--- src/rtl/rtcep_pkg.sv ---
// rtcep_pkg: shared constants, payload structs and calendar helper functions
// for the rtc register snapshot to epoch seconds block
// no dependencies
`timescale 1ns / 1ps
`default_nettype none

package rtcep_pkg;

    // configuration port
    localparam int unsigned CFG_IDX_W  = 1;
    localparam int unsigned CFG_DATA_W = 12;
    localparam logic [CFG_IDX_W-1:0] CFG_CENTURY = 1'b0;
    localparam logic [CFG_IDX_W-1:0] CFG_PIVOT   = 1'b1;

    localparam logic [11:0] PIVOT_RESET = 12'd2023;

    // status register b and hour byte bit positions
    localparam int unsigned STB_BINARY_BIT = 2;
    localparam int unsigned STB_H24_BIT    = 1;
    localparam int unsigned HOUR_PM_BIT    = 7;

    // calendar constants
    localparam logic [14:0] EPOCH_YEAR    = 15'd1970;
    localparam logic [14:0] MAX_YEAR      = 15'd9999;
    localparam logic [16:0] SECS_PER_DAY  = 17'd86400;
    localparam logic [16:0] SECS_PER_HOUR = 17'd3600;
    // 365 * 1970 + leap days in years 1..1969 + 1 for the one-based day
    localparam logic [22:0] DAYS_BIAS     = 23'd719528;
    // floor(p / 100) == (p * PIVOT_RECIP) >> PIVOT_SHIFT for any 12-bit p
    localparam logic [12:0] PIVOT_RECIP   = 13'd5243;
    localparam int unsigned PIVOT_SHIFT   = 19;

    // field widths
    localparam int unsigned EPOCH_W = 38;
    localparam int unsigned DAYS_W  = 22;
    localparam int unsigned TOD_W   = 17;

    typedef struct packed {
        logic [7:0] raw_seconds;
        logic [7:0] raw_minutes;
        logic [7:0] raw_hours;
        logic [7:0] raw_day;
        logic [7:0] raw_month;
        logic [7:0] raw_year;
        logic [7:0] raw_century;
        logic [7:0] status_b;
    } t_snap;

    typedef struct packed {
        logic [DAYS_W-1:0] days;
        logic [TOD_W-1:0]  tod;
        logic [13:0]       full_year;
        logic [3:0]        month;
        logic [4:0]        day;
        logic [4:0]        hour;
        logic [5:0]        minute;
        logic [5:0]        second;
        logic              invalid;
    } t_calc;

    // bcd byte to value, passthrough in binary mode
    function automatic logic [7:0] bcd_dec(input logic [7:0] b, input logic bin);
        logic [7:0] hi;
        hi = {4'd0, b[7:4]};
        return bin ? b : ((hi << 3) + (hi << 1) + {4'd0, b[3:0]});
    endfunction

    // days in month, non-leap
    function automatic logic [4:0] month_len(input logic [3:0] m);
        logic [4:0] len;
        unique case (m)
            4'd2:                      len = 5'd28;
            4'd4, 4'd6, 4'd9, 4'd11:   len = 5'd30;
            default:                   len = 5'd31;
        endcase
        return len;
    endfunction

    // days before the first of month m, non-leap
    function automatic logic [8:0] month_cum(input logic [3:0] m);
        logic [8:0] cum;
        unique case (m)
            4'd2:    cum = 9'd31;
            4'd3:    cum = 9'd59;
            4'd4:    cum = 9'd90;
            4'd5:    cum = 9'd120;
            4'd6:    cum = 9'd151;
            4'd7:    cum = 9'd181;
            4'd8:    cum = 9'd212;
            4'd9:    cum = 9'd243;
            4'd10:   cum = 9'd273;
            4'd11:   cum = 9'd304;
            4'd12:   cum = 9'd334;
            default: cum = 9'd0;
        endcase
        return cum;
    endfunction

endpackage

`default_nettype wire

--- src/rtl/rtcep_if.sv ---
// rtcep_snap_if and rtcep_res_if: valid/ready channels for register snapshots
// and decoded results; depends on rtcep_pkg
`timescale 1ns / 1ps
`default_nettype none

interface rtcep_snap_if import rtcep_pkg::*; ();
    logic       valid;
    logic       ready;
    logic [7:0] raw_seconds;
    logic [7:0] raw_minutes;
    logic [7:0] raw_hours;
    logic [7:0] raw_day;
    logic [7:0] raw_month;
    logic [7:0] raw_year;
    logic [7:0] raw_century;
    logic [7:0] status_b;

    modport source (
        output valid, raw_seconds, raw_minutes, raw_hours, raw_day,
               raw_month, raw_year, raw_century, status_b,
        input  ready
    );
    modport sink (
        input  valid, raw_seconds, raw_minutes, raw_hours, raw_day,
               raw_month, raw_year, raw_century, status_b,
        output ready
    );
endinterface

interface rtcep_res_if import rtcep_pkg::*; ();
    logic               valid;
    logic               ready;
    logic [EPOCH_W-1:0] epoch_seconds;
    logic [13:0]        full_year;
    logic [3:0]         month_out;
    logic [4:0]         day_out;
    logic [4:0]         hour_out;
    logic [5:0]         minute_out;
    logic [5:0]         second_out;
    logic               invalid;

    modport source (
        output valid, epoch_seconds, full_year, month_out, day_out,
               hour_out, minute_out, second_out, invalid,
        input  ready
    );
    modport sink (
        input  valid, epoch_seconds, full_year, month_out, day_out,
               hour_out, minute_out, second_out, invalid,
        output ready
    );
endinterface

`default_nettype wire

--- src/rtl/rtcep_calc.sv ---
// rtcep_calc: bcd decode, hour conversion, year forming, range checks and
// day count / time of day for one snapshot; depends on rtcep_pkg
`timescale 1ns / 1ps
`default_nettype none

module rtcep_calc import rtcep_pkg::*; (
    input  var t_snap       i_snap,
    input  wire logic       i_century_present,
    input  wire logic [11:0] i_pivot_year,
    output var t_calc       o_calc
);

    logic        bin, h24, pm;
    logic [7:0]  sec, min, hr_raw, day, mon, yy, cen;
    logic [7:0]  hr;
    logic [24:0] pq_prod;
    logic [5:0]  pq;
    logic [11:0] prem_w;
    logic [6:0]  prem;
    logic        bump;
    logic [7:0]  cent;
    logic [14:0] year;
    logic        leap;
    logic [4:0]  mlen;
    logic [6:0]  c7, y7, lx;
    logic [22:0] days_sum;
    logic [16:0] tod;
    logic        bad_ms, bad_hr, bad_cen, bad_year, bad_mon, bad_day, bad;

    // field decode
    always_comb begin
        bin    = i_snap.status_b[STB_BINARY_BIT];
        h24    = i_snap.status_b[STB_H24_BIT];
        pm     = i_snap.raw_hours[HOUR_PM_BIT];
        sec    = bcd_dec(i_snap.raw_seconds, bin);
        min    = bcd_dec(i_snap.raw_minutes, bin);
        hr_raw = bcd_dec({1'b0, i_snap.raw_hours[6:0]}, bin);
        day    = bcd_dec(i_snap.raw_day, bin);
        mon    = bcd_dec(i_snap.raw_month, bin);
        yy     = bcd_dec(i_snap.raw_year, bin);
        cen    = bcd_dec(i_snap.raw_century, bin);
    end

    // 12/24 hour handling
    always_comb begin
        hr     = hr_raw;
        bad_hr = 1'b0;
        if (h24) begin
            bad_hr = pm || (hr_raw > 8'd23);
        end else if ((hr_raw < 8'd1) || (hr_raw > 8'd12)) begin
            bad_hr = 1'b1;
        end else if (pm) begin
            if (hr_raw != 8'd12) begin
                hr = hr_raw + 8'd12;
            end
        end else if (hr_raw == 8'd12) begin
            hr = 8'd0;
        end
    end

    // full year: century byte, or pivot century with wrap into the next one
    always_comb begin
        pq_prod = 25'(i_pivot_year) * 25'(PIVOT_RECIP);
        pq      = pq_prod[24:PIVOT_SHIFT];
        prem_w  = i_pivot_year - 12'(12'(pq) * 12'd100);
        prem    = prem_w[6:0];
        bump    = yy < {1'b0, prem};
        cent    = i_century_present ? cen : (8'(pq) + 8'(bump));
        year    = 15'(15'(cent) * 15'd100) + 15'(yy);
    end

    // calendar range checks; year mod 100 is yy and year / 100 is cent
    always_comb begin
        bad_ms   = (sec > 8'd59) || (min > 8'd59) || (yy > 8'd99);
        bad_cen  = i_century_present && (cen > 8'd99);
        bad_year = (year < EPOCH_YEAR) || (year > MAX_YEAR);
        leap     = (yy[1:0] == 2'b00) && ((yy != 8'd0) || (cent[1:0] == 2'b00));
        mlen     = month_len(mon[3:0]);
        if ((mon == 8'd2) && leap) begin
            mlen = 5'd29;
        end
        bad_mon  = (mon < 8'd1) || (mon > 8'd12);
        bad_day  = !bad_mon && ((day < 8'd1) || (day > {3'd0, mlen}));
        bad      = bad_ms || bad_hr || bad_cen || bad_year || bad_mon || bad_day;
    end

    // day count since the epoch and seconds into the day, valid items only
    always_comb begin
        c7 = cent[6:0];
        y7 = yy[6:0];
        if (y7 == 7'd0) begin
            lx = (c7 - 7'd1) >> 2;
        end else begin
            lx = ((y7 - 7'd1) >> 2) + (c7 >> 2);
        end
        days_sum = 23'(23'(c7) * 23'd36524) + 23'(23'(y7) * 23'd365) + 23'(lx)
                 + 23'(month_cum(mon[3:0])) + 23'((mon > 8'd2) && leap)
                 + 23'(day[4:0]) - DAYS_BIAS;
        tod      = 17'(17'(hr[4:0]) * SECS_PER_HOUR) + 17'(17'(min[5:0]) * 17'd60)
                 + 17'(sec[5:0]);
    end

    // result fields
    always_comb begin
        o_calc.days      = bad ? '0 : days_sum[DAYS_W-1:0];
        o_calc.tod       = bad ? '0 : tod;
        o_calc.full_year = (year > MAX_YEAR) ? MAX_YEAR[13:0] : year[13:0];
        o_calc.month     = mon[3:0];
        o_calc.day       = day[4:0];
        o_calc.hour      = hr[4:0];
        o_calc.minute    = min[5:0];
        o_calc.second    = sec[5:0];
        o_calc.invalid   = bad;
    end

endmodule

`default_nettype wire

--- src/rtl/rtc_registers_to_epoch_seconds_top.sv ---
// Converts one snapshot of CMOS RTC clock bytes plus status register B into
// decoded calendar fields, an invalid flag and seconds since 1970-01-01.
// The block is a three-stage pipeline: input register, decode/day-count
// stage, and a result register holding days * 86400 + time of day. One
// snapshot is taken every cycle unless the pipe is held. Each stage
// advances when it is empty or the stage after it moves, so a stalled
// result holds the pipe only once all three stages are full. The user
// must write configuration (century_present, pivot_year) through the plain
// write port only while no transaction is in flight; the block does not
// enforce it. Depends on rtcep_pkg, rtcep_if and rtcep_calc.
`timescale 1ns / 1ps
`default_nettype none

module rtc_registers_to_epoch_seconds_top import rtcep_pkg::*; (
    input  wire logic                  i_clk,
    input  wire logic                  i_rst_n,
    input  wire logic                  i_cfg_we,
    input  wire logic [CFG_IDX_W-1:0]  i_cfg_idx,
    input  wire logic [CFG_DATA_W-1:0] i_cfg_wdata,
    rtcep_snap_if.sink                 i_snap,
    rtcep_res_if.source                o_res
);

    logic        r_century_present;
    logic [11:0] r_pivot_year;

    logic        r_v1, r_v2, r_v3;
    t_snap       r_snap;
    t_calc       r_calc;
    t_calc       n_calc;
    t_calc       r_res;
    logic [EPOCH_W-1:0] r_epoch;
    logic [EPOCH_W-1:0] n_epoch;
    logic        rdy1, rdy2, rdy3;

    // configuration registers
    always_ff @(posedge i_clk) begin
        if (!i_rst_n) begin
            r_century_present <= 1'b0;
            r_pivot_year      <= PIVOT_RESET;
        end else if (i_cfg_we) begin
            unique case (i_cfg_idx)
                CFG_CENTURY: r_century_present <= i_cfg_wdata[0];
                CFG_PIVOT:   r_pivot_year      <= i_cfg_wdata;
                default:     ;
            endcase
        end
    end

    // stage advance
    assign rdy3 = !r_v3 || o_res.ready;
    assign rdy2 = !r_v2 || rdy3;
    assign rdy1 = !r_v1 || rdy2;
    assign i_snap.ready = rdy1;

    // pipeline valid bits
    always_ff @(posedge i_clk) begin
        if (!i_rst_n) begin
            r_v1 <= 1'b0;
            r_v2 <= 1'b0;
            r_v3 <= 1'b0;
        end else begin
            if (rdy1) begin
                r_v1 <= i_snap.valid;
            end
            if (rdy2) begin
                r_v2 <= r_v1;
            end
            if (rdy3) begin
                r_v3 <= r_v2;
            end
        end
    end

    // input register
    always_ff @(posedge i_clk) begin
        if (rdy1 && i_snap.valid) begin
            r_snap.raw_seconds <= i_snap.raw_seconds;
            r_snap.raw_minutes <= i_snap.raw_minutes;
            r_snap.raw_hours   <= i_snap.raw_hours;
            r_snap.raw_day     <= i_snap.raw_day;
            r_snap.raw_month   <= i_snap.raw_month;
            r_snap.raw_year    <= i_snap.raw_year;
            r_snap.raw_century <= i_snap.raw_century;
            r_snap.status_b    <= i_snap.status_b;
        end
    end

    // decode and day count
    rtcep_calc u_calc (
        .i_snap            (r_snap),
        .i_century_present (r_century_present),
        .i_pivot_year      (r_pivot_year),
        .o_calc            (n_calc)
    );

    always_ff @(posedge i_clk) begin
        if (rdy2 && r_v1) begin
            r_calc <= n_calc;
        end
    end

    // seconds since the epoch, below 2^38 for any valid date
    assign n_epoch = EPOCH_W'(EPOCH_W'(r_calc.days) * EPOCH_W'(SECS_PER_DAY))
                   + EPOCH_W'(r_calc.tod);

    always_ff @(posedge i_clk) begin
        if (rdy3 && r_v2) begin
            r_res   <= r_calc;
            r_epoch <= n_epoch;
        end
    end

    // result channel
    assign o_res.valid         = r_v3;
    assign o_res.epoch_seconds = r_epoch;
    assign o_res.full_year     = r_res.full_year;
    assign o_res.month_out     = r_res.month;
    assign o_res.day_out       = r_res.day;
    assign o_res.hour_out      = r_res.hour;
    assign o_res.minute_out    = r_res.minute;
    assign o_res.second_out    = r_res.second;
    assign o_res.invalid       = r_res.invalid;

endmodule

`default_nettype wire

--- src/flat_wrapper.sv ---
// flat-port wrapper written by rule: the top's interface ports become plain ports
module rtc_registers_to_epoch_seconds_top_flat import rtcep_pkg::*;
  (i_clk, i_rst_n, i_cfg_we, i_cfg_idx, i_cfg_wdata, i_snap_valid, i_snap_raw_seconds, i_snap_raw_minutes, i_snap_raw_hours, i_snap_raw_day, i_snap_raw_month, i_snap_raw_year, i_snap_raw_century, i_snap_status_b, i_snap_ready, o_res_valid, o_res_epoch_seconds, o_res_full_year, o_res_month_out, o_res_day_out, o_res_hour_out, o_res_minute_out, o_res_second_out, o_res_invalid, o_res_ready);
  rtcep_snap_if i_snap_i ();
  rtcep_res_if o_res_i ();
  input  wire logic i_clk;
  input  wire logic i_rst_n;
  input  wire logic i_cfg_we;
  input  wire logic [CFG_IDX_W-1:0] i_cfg_idx;
  input  wire logic [CFG_DATA_W-1:0] i_cfg_wdata;
  input wire logic [$bits(i_snap_i.valid)-1:0] i_snap_valid;
  input wire logic [$bits(i_snap_i.raw_seconds)-1:0] i_snap_raw_seconds;
  input wire logic [$bits(i_snap_i.raw_minutes)-1:0] i_snap_raw_minutes;
  input wire logic [$bits(i_snap_i.raw_hours)-1:0] i_snap_raw_hours;
  input wire logic [$bits(i_snap_i.raw_day)-1:0] i_snap_raw_day;
  input wire logic [$bits(i_snap_i.raw_month)-1:0] i_snap_raw_month;
  input wire logic [$bits(i_snap_i.raw_year)-1:0] i_snap_raw_year;
  input wire logic [$bits(i_snap_i.raw_century)-1:0] i_snap_raw_century;
  input wire logic [$bits(i_snap_i.status_b)-1:0] i_snap_status_b;
  output wire logic [$bits(i_snap_i.ready)-1:0] i_snap_ready;
  output wire logic [$bits(o_res_i.valid)-1:0] o_res_valid;
  output wire logic [$bits(o_res_i.epoch_seconds)-1:0] o_res_epoch_seconds;
  output wire logic [$bits(o_res_i.full_year)-1:0] o_res_full_year;
  output wire logic [$bits(o_res_i.month_out)-1:0] o_res_month_out;
  output wire logic [$bits(o_res_i.day_out)-1:0] o_res_day_out;
  output wire logic [$bits(o_res_i.hour_out)-1:0] o_res_hour_out;
  output wire logic [$bits(o_res_i.minute_out)-1:0] o_res_minute_out;
  output wire logic [$bits(o_res_i.second_out)-1:0] o_res_second_out;
  output wire logic [$bits(o_res_i.invalid)-1:0] o_res_invalid;
  input wire logic [$bits(o_res_i.ready)-1:0] o_res_ready;
  assign i_snap_i.valid = i_snap_valid;
  assign i_snap_i.raw_seconds = i_snap_raw_seconds;
  assign i_snap_i.raw_minutes = i_snap_raw_minutes;
  assign i_snap_i.raw_hours = i_snap_raw_hours;
  assign i_snap_i.raw_day = i_snap_raw_day;
  assign i_snap_i.raw_month = i_snap_raw_month;
  assign i_snap_i.raw_year = i_snap_raw_year;
  assign i_snap_i.raw_century = i_snap_raw_century;
  assign i_snap_i.status_b = i_snap_status_b;
  assign i_snap_ready = i_snap_i.ready;
  assign o_res_valid = o_res_i.valid;
  assign o_res_epoch_seconds = o_res_i.epoch_seconds;
  assign o_res_full_year = o_res_i.full_year;
  assign o_res_month_out = o_res_i.month_out;
  assign o_res_day_out = o_res_i.day_out;
  assign o_res_hour_out = o_res_i.hour_out;
  assign o_res_minute_out = o_res_i.minute_out;
  assign o_res_second_out = o_res_i.second_out;
  assign o_res_invalid = o_res_i.invalid;
  assign o_res_i.ready = o_res_ready;
  rtc_registers_to_epoch_seconds_top u_core (.i_clk(i_clk), .i_rst_n(i_rst_n), .i_cfg_we(i_cfg_we), .i_cfg_idx(i_cfg_idx), .i_cfg_wdata(i_cfg_wdata), .i_snap(i_snap_i), .o_res(o_res_i));
endmodule
--- config.mk ---
export PLATFORM = sky130hd
export DESIGN_NAME = rtc_registers_to_epoch_seconds_top_flat
export DESIGN_NICKNAME = d
export VERILOG_FILES = /design/src/rtl/rtcep_pkg.sv /design/src/rtl/rtcep_if.sv /design/src/rtl/rtcep_calc.sv /design/src/rtl/rtc_registers_to_epoch_seconds_top.sv /design/src/flat_wrapper.sv
export SDC_FILE = /design/constraint.sdc
export NUM_CORES = 1
export LEC_CHECK = 0
export ABC_AREA = 0
export BUFFER_PORTS_ARGS = -buffer_cell sky130_fd_sc_hd__buf_4
export CAP_MARGIN = 10
export CORE_MARGIN = 3
export CORE_UTILIZATION = 55
export CTS_BUF_LIST = sky130_fd_sc_hd__clkbuf_8
export CTS_CLUSTER_DIAMETER = 80
export DETAILED_ROUTE_END_ITERATION = 8
export PLACE_DENSITY_LB_ADDON = 0.2
export SYNTH_ARGS = -nofsm -noshare
export SYNTH_HDL_FRONTEND = slang
export SYNTH_SLANG_ARGS = --single-unit
--- constraint.sdc ---
create_clock -name i_clk -period 18.5 [get_ports i_clk]
set_clock_uncertainty 0.15 [all_clocks]
set_input_delay 3.7 -clock i_clk [delete_from_list [all_inputs] [get_ports i_clk]]
set_output_delay 3.7 -clock i_clk [all_outputs]
set_load 0.02 [all_outputs]
==> results of run 1 <==
worst max path at each step:
stage / to / slack [ns]
after detailed placement: u_core.r_calc[79]$_SDFFCE_PP0P_ / 2.03
after global placement: u_core.r_calc[79]$_SDFFCE_PP0P_ / 2.30
after global routing: u_core.r_calc[79]$_SDFFCE_PP0P_ / 1.06
after floorplan: u_core.r_calc[79]$_SDFFCE_PP0P_ / 3.64
after CTS: u_core.r_calc[79]$_SDFFCE_PP0P_ / 1.97
final: u_core.r_calc[79]$_SDFFCE_PP0P_ / 2.04
state kept, by name, indices dropped and copies added, names as in the netlist:
| name | flops |
|---|---|
| u_core.o_res.day_out | 5 |
| u_core.r_pivot_year | 12 |
| u_core.r_v2 | 1 |
| u_core.o_res.month_out | 4 |
| u_core.r_calc | 80 |
| u_core.o_res.valid | 1 |
| u_core.o_res.invalid | 1 |
| u_core.o_res.hour_out | 5 |
| u_core.o_res.full_year | 14 |
| u_core.r_century_present | 1 |
| u_core.o_res.second_out | 6 |
| u_core.r_snap | 58 |
| u_core.o_res.minute_out | 6 |
| u_core.o_res.epoch_seconds | 38 |
| u_core.r_v1 | 1 |
final cells by class:
class                   instances  area [sq um]
clock buffers                  40           551
flip-flops and latches        233          6840
repair buffers                172          1290
inverters                     510          1910
well taps                     592           741
multi-input cells            1619         16000
clock inverters                33           230
fillers                      3622         16900
critical path: cells and delay by family, from the launching register on:
kind                       cells  cell delay [ns]
AOI/OAI and AO/OA             16             3.87
xor gates and xnor gates       9             1.46
adders and majority gates     22             8.48
buffers and inverters         10             0.91
DFF                            1             0.54
and+or+nand+nor                7             0.71
metal layers:
layer  routed length (um)  global-route usage, %  vias to the layer above
li1                     -                      -                     8388
met1                21600                   27.3                     8156
met2                25700                   41.0                      284
met3                 1890                   3.00                       88
met4                 1290                   6.28                        0
met5                    0                      0                        -
metrics by stage:
step	setup WS [ns]	cell area, sq um	util, %	std cells	hold slack (ns)
floorplan	3.64	24800	-	2383	0.250
global placement	2.30	26800	60.3	3126	0.250
detailed placement	2.03	26800	60.3	3126	0.255
CTS	1.97	27600	62.1	3199	0.266
global route	1.06	27600	62.1	3199	0.277
finish	2.04	27600	62.1	3199	0.263
cell families after synthesis:
logic type,after synthesis,synth area share [%]
compound gates,356,9.30
buf+inv,531,8.09
mux,24,1.08
simple gates,379,7.31
xor+xnor,181,6.48
fa+ha+maj,679,40.2
flops,233,27.6
cells in the final DEF (no fill, tap or decap), types with 16 or more instances in the layout:
master and instances:
sky130_fd_sc_hd__a21o_1 45, sky130_fd_sc_hd__a21oi_1 116, sky130_fd_sc_hd__buf_4 172, sky130_fd_sc_hd__clkbuf_8 40, sky130_fd_sc_hd__dfxtp_1 16, sky130_fd_sc_hd__edfxtp_1 217, sky130_fd_sc_hd__fa_1 196, sky130_fd_sc_hd__ha_1 483
sky130_fd_sc_hd__inv_1 516, sky130_fd_sc_hd__nand2_1 112, sky130_fd_sc_hd__nand3_1 30, sky130_fd_sc_hd__nand4_1 16, sky130_fd_sc_hd__nor2_1 101, sky130_fd_sc_hd__nor2b_1 29, sky130_fd_sc_hd__nor3_1 18, sky130_fd_sc_hd__o21ai_0 67
sky130_fd_sc_hd__o21bai_1 24, sky130_fd_sc_hd__xnor2_1 121, sky130_fd_sc_hd__xor2_1 58
==> impl_metrics.csv, run 1 <==
group,metric,value,unit
run_status,status,"complete, no violations",
critical_path,timing.critical_path.from_type,"flop",
yosys,postSynthCellCount,2383,
yosys,yosys.area.top_type,"sky130_fd_sc_hd__edfxtp_1",
floorplan,placementRows,77,
placed_design,port-buffer-count,156,
hold_path,worst_hold_startpoint,"u_core.r_calc[31]$_SDFFCE_PP0P_",
route,route.final.wire_length,50500,um
layout,nets,3337,
floorplan,initial_core_util,55.9,%
yosys,asyncSetResetFlopFracSynth,0,%
global_routing,global_route.overflow_total,0,
timing,rsz0062_at_grt,"false",
critical_path,critical_path_required,18.66,ns
yosys,area_share_of_the_largest_cell_type_after_synthesis,26.3,%
cts,clk-insertion-delay-late,0.60,ns
cts,number_of_buffers_created_by_cts,40,
run,max_cap_violations,0,
cts,clock_sinks,233,
floorplan,fp.dieW,218,um
yosys,dominantRegCellSynth,"sky130_fd_sc_hd__edfxtp_1",
yosys,synth.distinct_cells,76,
global_routing,grt_util_all_layers,22.3,%
timing,worst_pin_slew,1.11,ns
yosys,synth.top_cells.by_count,"sky130_fd_sc_hd__inv_1, sky130_fd_sc_hd__ha_1, sky130_fd_sc_hd__edfxtp_1, sky130_fd_sc_hd__fa_1, sky130_fd_sc_hd__xnor2_1",
cts,cts_setup_buffers,0,
route,routed_via_density,5.29,
hold_path,hold_path_class,"reg -> reg",
cts,ctsHoldBuffers,0,
global_routing,initial_antenna_violation_count,0,
yosys,syn-cell-area,0.0248,sq mm
route,drt_drc_violations_left,0,
critical_path,critPathLaunch,"u_core.r_pivot_year[6]$_SDFFE_PN1P_",
timing,finalSetupViolations,0,
floorplan,core-area,0.0444,sq mm
yosys,synthTopCellsByArea,"sky130_fd_sc_hd__edfxtp_1, sky130_fd_sc_hd__ha_1, sky130_fd_sc_hd__fa_1, sky130_fd_sc_hd__inv_1, sky130_fd_sc_hd__xnor2_1",
critical_path,cp_slowest_stage_delay,0.59,ns
critical_path,timing.rr.end,"u_core.r_calc[79]$_SDFFCE_PP0P_",
global_routing,grt_start_max_net_pins,81,
timing,timing.final.max_slew_violations,0,
layout,antenna_cells,0,
cts,buffer_levels_on_the_longest_clock_path,3,
yosys,yosys_synthesis_warning_count,0,
route,drt_pre_antenna_iters,5,
critical_path,timing.rr.start,"u_core.r_pivot_year[6]$_SDFFE_PN1P_",
timing,final-hold-violation-count,0,
yosys,number_of_synthesized_flops_with_an_enable_pin,217,
cts,clock_tree.root_cell,"sky130_fd_sc_hd__clkbuf_8",
yosys,synthesis.nets,3144,
critical_path,path_max_fanout,6,
floorplan,ioPinCount,163,
cts,cts.reportedPaths.clkPinSlew,0.06,ns
floorplan,die_area,0.0477,sq mm
yosys,sequential_cell_area_fraction_in_the_yosys_report,27.6,%
critical_path,cpMaxStageDelayCell,"sky130_fd_sc_hd__fa_1",
cts,htree_levels,2,
cts,tritoncts,"yes",
placed_design,dp_hpwl,41600,um
route,num_vias,16916,
critical_path,slack_of_the_worst_reg_to_reg_path,2.04,ns
floorplan,die_h,218,um
yosys,syn-mean-instance-area,10.4,sq um
global_routing,grt_pass1_wl,86400,um
route,drt_iter0_drc,615,
timing,fin_tns_setup,0,ns
timing,maxClockFrequency,60.8,MHz
route,routed_wire_length_per_instance,15.8,um
route,route.antenna.remaining_nets,0,
hold_path,whs_endpoint,"u_core.o_res.full_year[4]$_DFFE_PP_",
cts,cts-resized-gates,0,
layout,syn_to_final_growth,11.1,%
global_routing,number_of_global_route_vias_before_repair,18098,
timing,max_slew_margin,26.2,%
critical_path,cp.arrival,16.62,ns
timing,period_minus_slack,16.46,ns
placed_design,gp_routability_congestion,0.897,
critical_path,timing.reg2reg.worst_path_depth,64,
critical_path,worst_setup_path_end_kind,"flop",
layout,drive_gt1_share,10.2,%
yosys,ys_seq_elements,233,
critical_path,criticalPathCategory,"reg -> reg",
timing,min_period_over_period,88.9,%
yosys,synth.most_common_cell,"sky130_fd_sc_hd__inv_1",
hold_path,hold_depth,0,
Power of run 1 is not shown: default switching activity piles up to over one toggle a cycle in this logic, so the estimate is an artifact.
==> inputs of run 2 (changes only) <==
--- a/config.mk
+++ b/config.mk
@@ -9,7 +9,7 @@
 export BUFFER_PORTS_ARGS = -buffer_cell sky130_fd_sc_hd__buf_4
 export CAP_MARGIN = 10
 export CORE_MARGIN = 3
-export CORE_UTILIZATION = 55
+export CORE_UTILIZATION = 47
 export CTS_BUF_LIST = sky130_fd_sc_hd__clkbuf_8
 export CTS_CLUSTER_DIAMETER = 80
 export DETAILED_ROUTE_END_ITERATION = 8
==> impl_metrics.csv, run 2 (synthesis results as in run 1) <==
group,metric,value,unit
hold_path,worst_hold_startpoint,"u_core.r_calc[35]$_SDFFCE_PP1P_",
layout,largest_register_by_flop_count,"u_core.r_calc",
cts,clock_tree.root_cell,"sky130_fd_sc_hd__clkbuf_8",
layout,syn_to_final_growth,11.6,%
route,drt_drc_violations_left,0,
cts,htree_levels,2,
route,routed_wire_length_per_instance,15.7,um
route,drt_pre_antenna_iters,5,
timing,fin_ws,1.98,ns
timing,fin_tns_setup,0,ns
critical_path,worst_setup_path_end_kind,"flop",
critical_path,cpMaxStageDelayCell,"sky130_fd_sc_hd__fa_1",
placed_design,port-buffer-count,156,
floorplan,initial_core_util,48.0,%
layout,largest_reg_flops,80,
floorplan,ioPinCount,163,
critical_path,timing.reg2reg.worst_path_depth,64,
layout,most_used_cells_in_the_layout_excluding_fill_and_tap_cells,"sky130_fd_sc_hd__inv_1, sky130_fd_sc_hd__ha_1, sky130_fd_sc_hd__edfxtp_1",
global_routing,grt_pass1_wl,87000,um
layout,design_area,0.0277,sq mm
route,num_vias,16664,
run,max_cap_violations,0,
cts,clk-insertion-delay-late,0.59,ns
timing,worst_pin_slew,1.11,ns
critical_path,slack_of_the_worst_reg_to_reg_path,1.98,ns
cts,cts-resized-gates,0,
layout,final_cell_count_no_fill,3289,
hold_path,whs_endpoint,"u_core.o_res.full_year[8]$_DFFE_PP_",
layout,drive_gt1_share,10.2,%
placed_design,dp_hpwl,43000,um
layout,nets,3338,
global_routing,grt_start_max_net_pins,81,
critical_path,timing.rr.start,"u_core.r_pivot_year[3]$_SDFFE_PN0P_",
layout,n_fill_cell,4620,
floorplan,die_h,236,um
route,route.antenna.remaining_nets,0,
timing,final-hold-violation-count,0,
floorplan,core-area,0.0517,sq mm
layout,ff_latch_area,0.00684,sq mm
critical_path,timing.rr.end,"u_core.r_calc[79]$_SDFFCE_PP0P_",
timing,period_minus_slack,16.52,ns
cts,buffer_levels_on_the_longest_clock_path,3,
timing,finalSetupViolations,0,
critical_path,path_max_fanout,7,
placed_design,placed_area,0.0269,sq mm
cts,cts_setup_buffers,0,
timing,min_period_over_period,89.3,%
hold_path,hold_path_class,"reg -> reg",
hold_path,hold_depth,0,
route,route.final.wire_length,51700,um
critical_path,cp.arrival,16.63,ns
route,drt_iter0_drc,684,
run_status,status,"complete, no violations",
critical_path,critical_path_required,18.61,ns
cts,number_of_buffers_created_by_cts,41,
layout,final_common_cell,"sky130_fd_sc_hd__inv_1",
cts,tritoncts,"yes",
placed_design,placed_cells_incl_taps,3214,
global_routing,global_route.overflow_total,0,
critical_path,timing.critical_path.from_type,"flop",
layout,multi_input_comb_area,0.0160,sq mm
floorplan,fp.dieW,236,um
global_routing,number_of_global_route_vias_before_repair,17542,
route,routed_via_density,5.07,
critical_path,criticalPathCategory,"reg -> reg",
floorplan,die_area,0.0556,sq mm
cts,cts.reportedPaths.clkPinSlew,0.06,ns
timing,timing.final.max_slew_violations,0,
floorplan,placementRows,83,
cts,ctsHoldBuffers,0,
global_routing,initial_antenna_violation_count,2,
critical_path,cp_slowest_stage_delay,0.61,ns
placed_design,pre_cts_ws,1.90,ns
placed_design,gp_routability_congestion,0.901,
critical_path,cp_top_family,"adder cells",
critical_path,critical_path_buffer_and_inverter_count,10,
timing,maxClockFrequency,60.5,MHz
timing,rsz0062_at_grt,"false",
global_routing,grt_util_all_layers,19.1,%
cts,clock_sinks,233,
timing,max_slew_margin,26.0,%
[run 2: area by class of cell]
| type | count | area share (%) |
|---|---|---|
| Multi-Input combinational cell | 1619 | 57.8 |
| Sequential cell | 233 | 24.7 |
| Inverter | 510 | 6.91 |
| Timing Repair Buffer | 172 | 4.66 |
| Tap cell | 680 | 3.07 |
| Clock buffer | 43 | 2.14 |
| Clock inverter | 30 | 0.705 |
| Antenna cell | 2 | 0.0181 |
[run 2: how the worst max path moves through the flow]
stage	startpoint	to	depth (start not counted)
finish	u_core.r_pivot_year[3]$_SDFFE_PN0P_	u_core.r_calc[79]$_SDFFCE_PP0P_	64
floorplan	u_core.r_pivot_year[6]$_SDFFE_PN1P_	u_core.r_calc[79]$_SDFFCE_PP0P_	63
CTS	u_core.r_pivot_year[3]$_SDFFE_PN0P_	u_core.r_calc[79]$_SDFFCE_PP0P_	64
global placement	u_core.r_pivot_year[3]$_SDFFE_PN0P_	u_core.r_calc[79]$_SDFFCE_PP0P_	64
detailed placement	u_core.r_pivot_year[3]$_SDFFE_PN0P_	u_core.r_calc[79]$_SDFFCE_PP0P_	64
global route	u_core.r_pivot_year[3]$_SDFFE_PN0P_	u_core.r_calc[79]$_SDFFCE_PP0P_	64
[run 2: worst register-to-register path: cells and delay by family, from the launching register on]
family / cells / cell delay [ns]
compound gates: 17 / 3.97
fa+ha+maj: 22 / 8.44
simple gates: 6 / 0.65
buf+inv: 10 / 0.89
xor+xnor: 9 / 1.53
flops: 1 / 0.60
[run 2: layer usage]
metal | part of all wire (%) | routed length, um | global-route usage [%]
met1 | 43 | 22500 | 23.7
met2 | 50 | 25900 | 34.3
met3 | 3.7 | 1930 | 2.99
met4 | 2.8 | 1460 | 5.96
met5 | 0 | 0 | 0
[run 2: stage by stage]
step           hold WS, ns  utilization, %
6_report             0.261            53.5
2_1_floorplan        0.250               -
4_1_cts              0.262            53.5
5_1_grt              0.272            53.5
3_3_place_gp         0.252            52.0
3_5_place_dp         0.255            52.0
Power of run 2 is left out for the same reason.
==> inputs of run 3 (changes only) <==
--- a/config.mk
+++ b/config.mk
@@ -14,6 +14,7 @@
 export CTS_CLUSTER_DIAMETER = 80
 export DETAILED_ROUTE_END_ITERATION = 8
 export PLACE_DENSITY_LB_ADDON = 0.2
+export REMOVE_ABC_BUFFERS = 1
 export SYNTH_ARGS = -nofsm -noshare
 export SYNTH_HDL_FRONTEND = slang
 export SYNTH_SLANG_ARGS = --single-unit
==> impl_metrics.csv, run 3 (synthesis results as in run 1) <==
group,metric,value,unit
run,max_cap_violations,0,
timing,max_slew_margin,27.3,%
cts,cts.reportedPaths.clkPinSlew,0.06,ns
timing,min_period_over_period,87.8,%
placed_design,dp_hpwl,42100,um
layout,drive_gt1_share,10.1,%
layout,most_used_cells_in_the_layout_excluding_fill_and_tap_cells,"sky130_fd_sc_hd__inv_1, sky130_fd_sc_hd__ha_1, sky130_fd_sc_hd__edfxtp_1",
placed_design,placed_area,0.0269,sq mm
cts,clock_tree.root_cell,"sky130_fd_sc_hd__clkbuf_8",
critical_path,cp.arrival,16.40,ns
timing,fin_hold_ws,0.253,ns
route,routed_via_density,5.04,
global_routing,grt_util_all_layers,18.7,%
cts,tritoncts,"yes",
layout,antenna_cells,0,
floorplan,placementRows,83,
floorplan,fp.dieW,236,um
cts,cts-resized-gates,0,
timing,fin_tns_setup,0,ns
timing,timing.final.max_slew_violations,0,
route,drt_pre_antenna_iters,4,
critical_path,criticalPathCategory,"reg -> reg",
timing,finalSetupViolations,0,
cts,ctsHoldBuffers,0,
critical_path,worst_setup_path_end_kind,"flop",
placed_design,gp_routability_congestion,0.905,
cts,clock_sinks,233,
route,route.final.wire_length,50800,um
route,drt_iter0_drc,689,
cts,clk-insertion-delay-late,0.60,ns
critical_path,timing.critical_path.from_type,"flop",
route,routed_wire_length_per_instance,15.4,um
timing,rsz0062_at_grt,"false",
run_status,status,"complete, no violations",
hold_path,hold_path_class,"reg -> reg",
floorplan,die_h,236,um
critical_path,path_max_fanout,6,
critical_path,critical_path_required,18.66,ns
hold_path,worst_hold_startpoint,"u_core.r_calc[18]$_DFFE_PP_",
critical_path,critPathLaunch,"u_core.r_pivot_year[6]$_SDFFE_PN1P_",
timing,final-hold-violation-count,0,
global_routing,grt_pass1_wl,85600,um
critical_path,cp_slowest_stage_delay,0.60,ns
layout,finish.utilization,53.6,%
layout,largest_register_by_flop_count,"u_core.r_calc",
cts,buffer_levels_on_the_longest_clock_path,3,
cts,htree_levels,2,
route,route.antenna.remaining_nets,0,
critical_path,cpMaxStageDelayCell,"sky130_fd_sc_hd__fa_1",
floorplan,core-area,0.0517,sq mm
global_routing,number_of_global_route_vias_before_repair,17340,
layout,syn_to_final_growth,11.8,%
global_routing,initial_antenna_violation_count,1,
route,num_vias,16587,
layout,final_common_cell,"sky130_fd_sc_hd__inv_1",
cts,number_of_buffers_created_by_cts,43,
critical_path,timing.rr.start,"u_core.r_pivot_year[6]$_SDFFE_PN1P_",
critical_path,cpMostUsedCell,"sky130_fd_sc_hd__fa_1",
global_routing,grt_start_max_net_pins,80,
timing,period_minus_slack,16.24,ns
placed_design,port-buffer-count,156,
floorplan,ioPinCount,163,
layout,n_fill_cell,4643,
floorplan,initial_core_util,48.0,%
floorplan,die_area,0.0556,sq mm
layout,design_area,0.0277,sq mm
timing,worst_pin_slew,1.09,ns
layout,nets,3340,
route,drt_drc_violations_left,0,
cts,cts_setup_buffers,0,
layout,largest_reg_flops,80,
global_routing,global_route.overflow_total,0,
timing,maxClockFrequency,61.6,MHz
run 3: cell types whose count changed in the layout (fill, tap and decap cells not counted), sizes merged:
cell | previous run | this run
clkinvlp | 1 | 2
inv | 522 | 525
diode | 2 | 0
bufinv | 2 | 3
run 3: through the flow:
stage               setup WS, ns  std cells
global route               0.991       3292
finish                      2.26       3292
CTS                         2.13       3291
global placement            2.47       3213
detailed placement          2.19       3213
floorplan                   3.62       2362
run 3: path summary, 6_finish.rpt:
| check | endpoint | slack (ns) | depth (start not counted) |
|---|---|---|---|
| worst max-delay path | u_core.r_calc[79]$_SDFFCE_PP0P_ | 2.26 | 63 |
| worst min-delay path | u_core.o_res.day_out[0]$_DFFE_PP_ | 0.25 | 0 |
| worst max register to register | u_core.r_calc[79]$_SDFFCE_PP0P_ | 2.26 | 63 |
| worst min register to register | u_core.o_res.day_out[0]$_DFFE_PP_ | 0.25 | 0 |
run 3: layout make-up:
type                            instances  area [sq um]  area share [%]
Tap cell                              680           851            3.07
Clock inverter                         35           239           0.862
Clock buffer                           43           592            2.13
Multi-Input combinational cell       1619         16000            57.7
Sequential cell                       233          6840            24.7
Timing Repair Buffer                  172          1290            4.66
Inverter                              510          1910            6.90
run 3: worst max-delay path, delay by kind of cell, from the launching register on:
kind | cells | cell delay [ns]
fa+ha+maj | 22 | 8.61
compound gates | 16 | 3.72
xor+xnor | 9 | 1.39
buf+inv | 10 | 0.82
simple gates | 6 | 0.66
flops | 1 | 0.58
run 3: per-layer routing:
| metal | up-vias | share of wire [%] | track usage [%] | routed length [um] |
|---|---|---|---|---|
| li1 | 8388 | - | - | - |
| met3 | 65 | 3.0 | 2.65 | 1530 |
| met5 | - | 0 | 0 | 0 |
| met4 | 0 | 2.2 | 5.01 | 1110 |
| met1 | 7913 | 46 | 24.7 | 23600 |
| met2 | 221 | 48 | 32.1 | 24500 |
Power of run 3 is left out for the same reason.
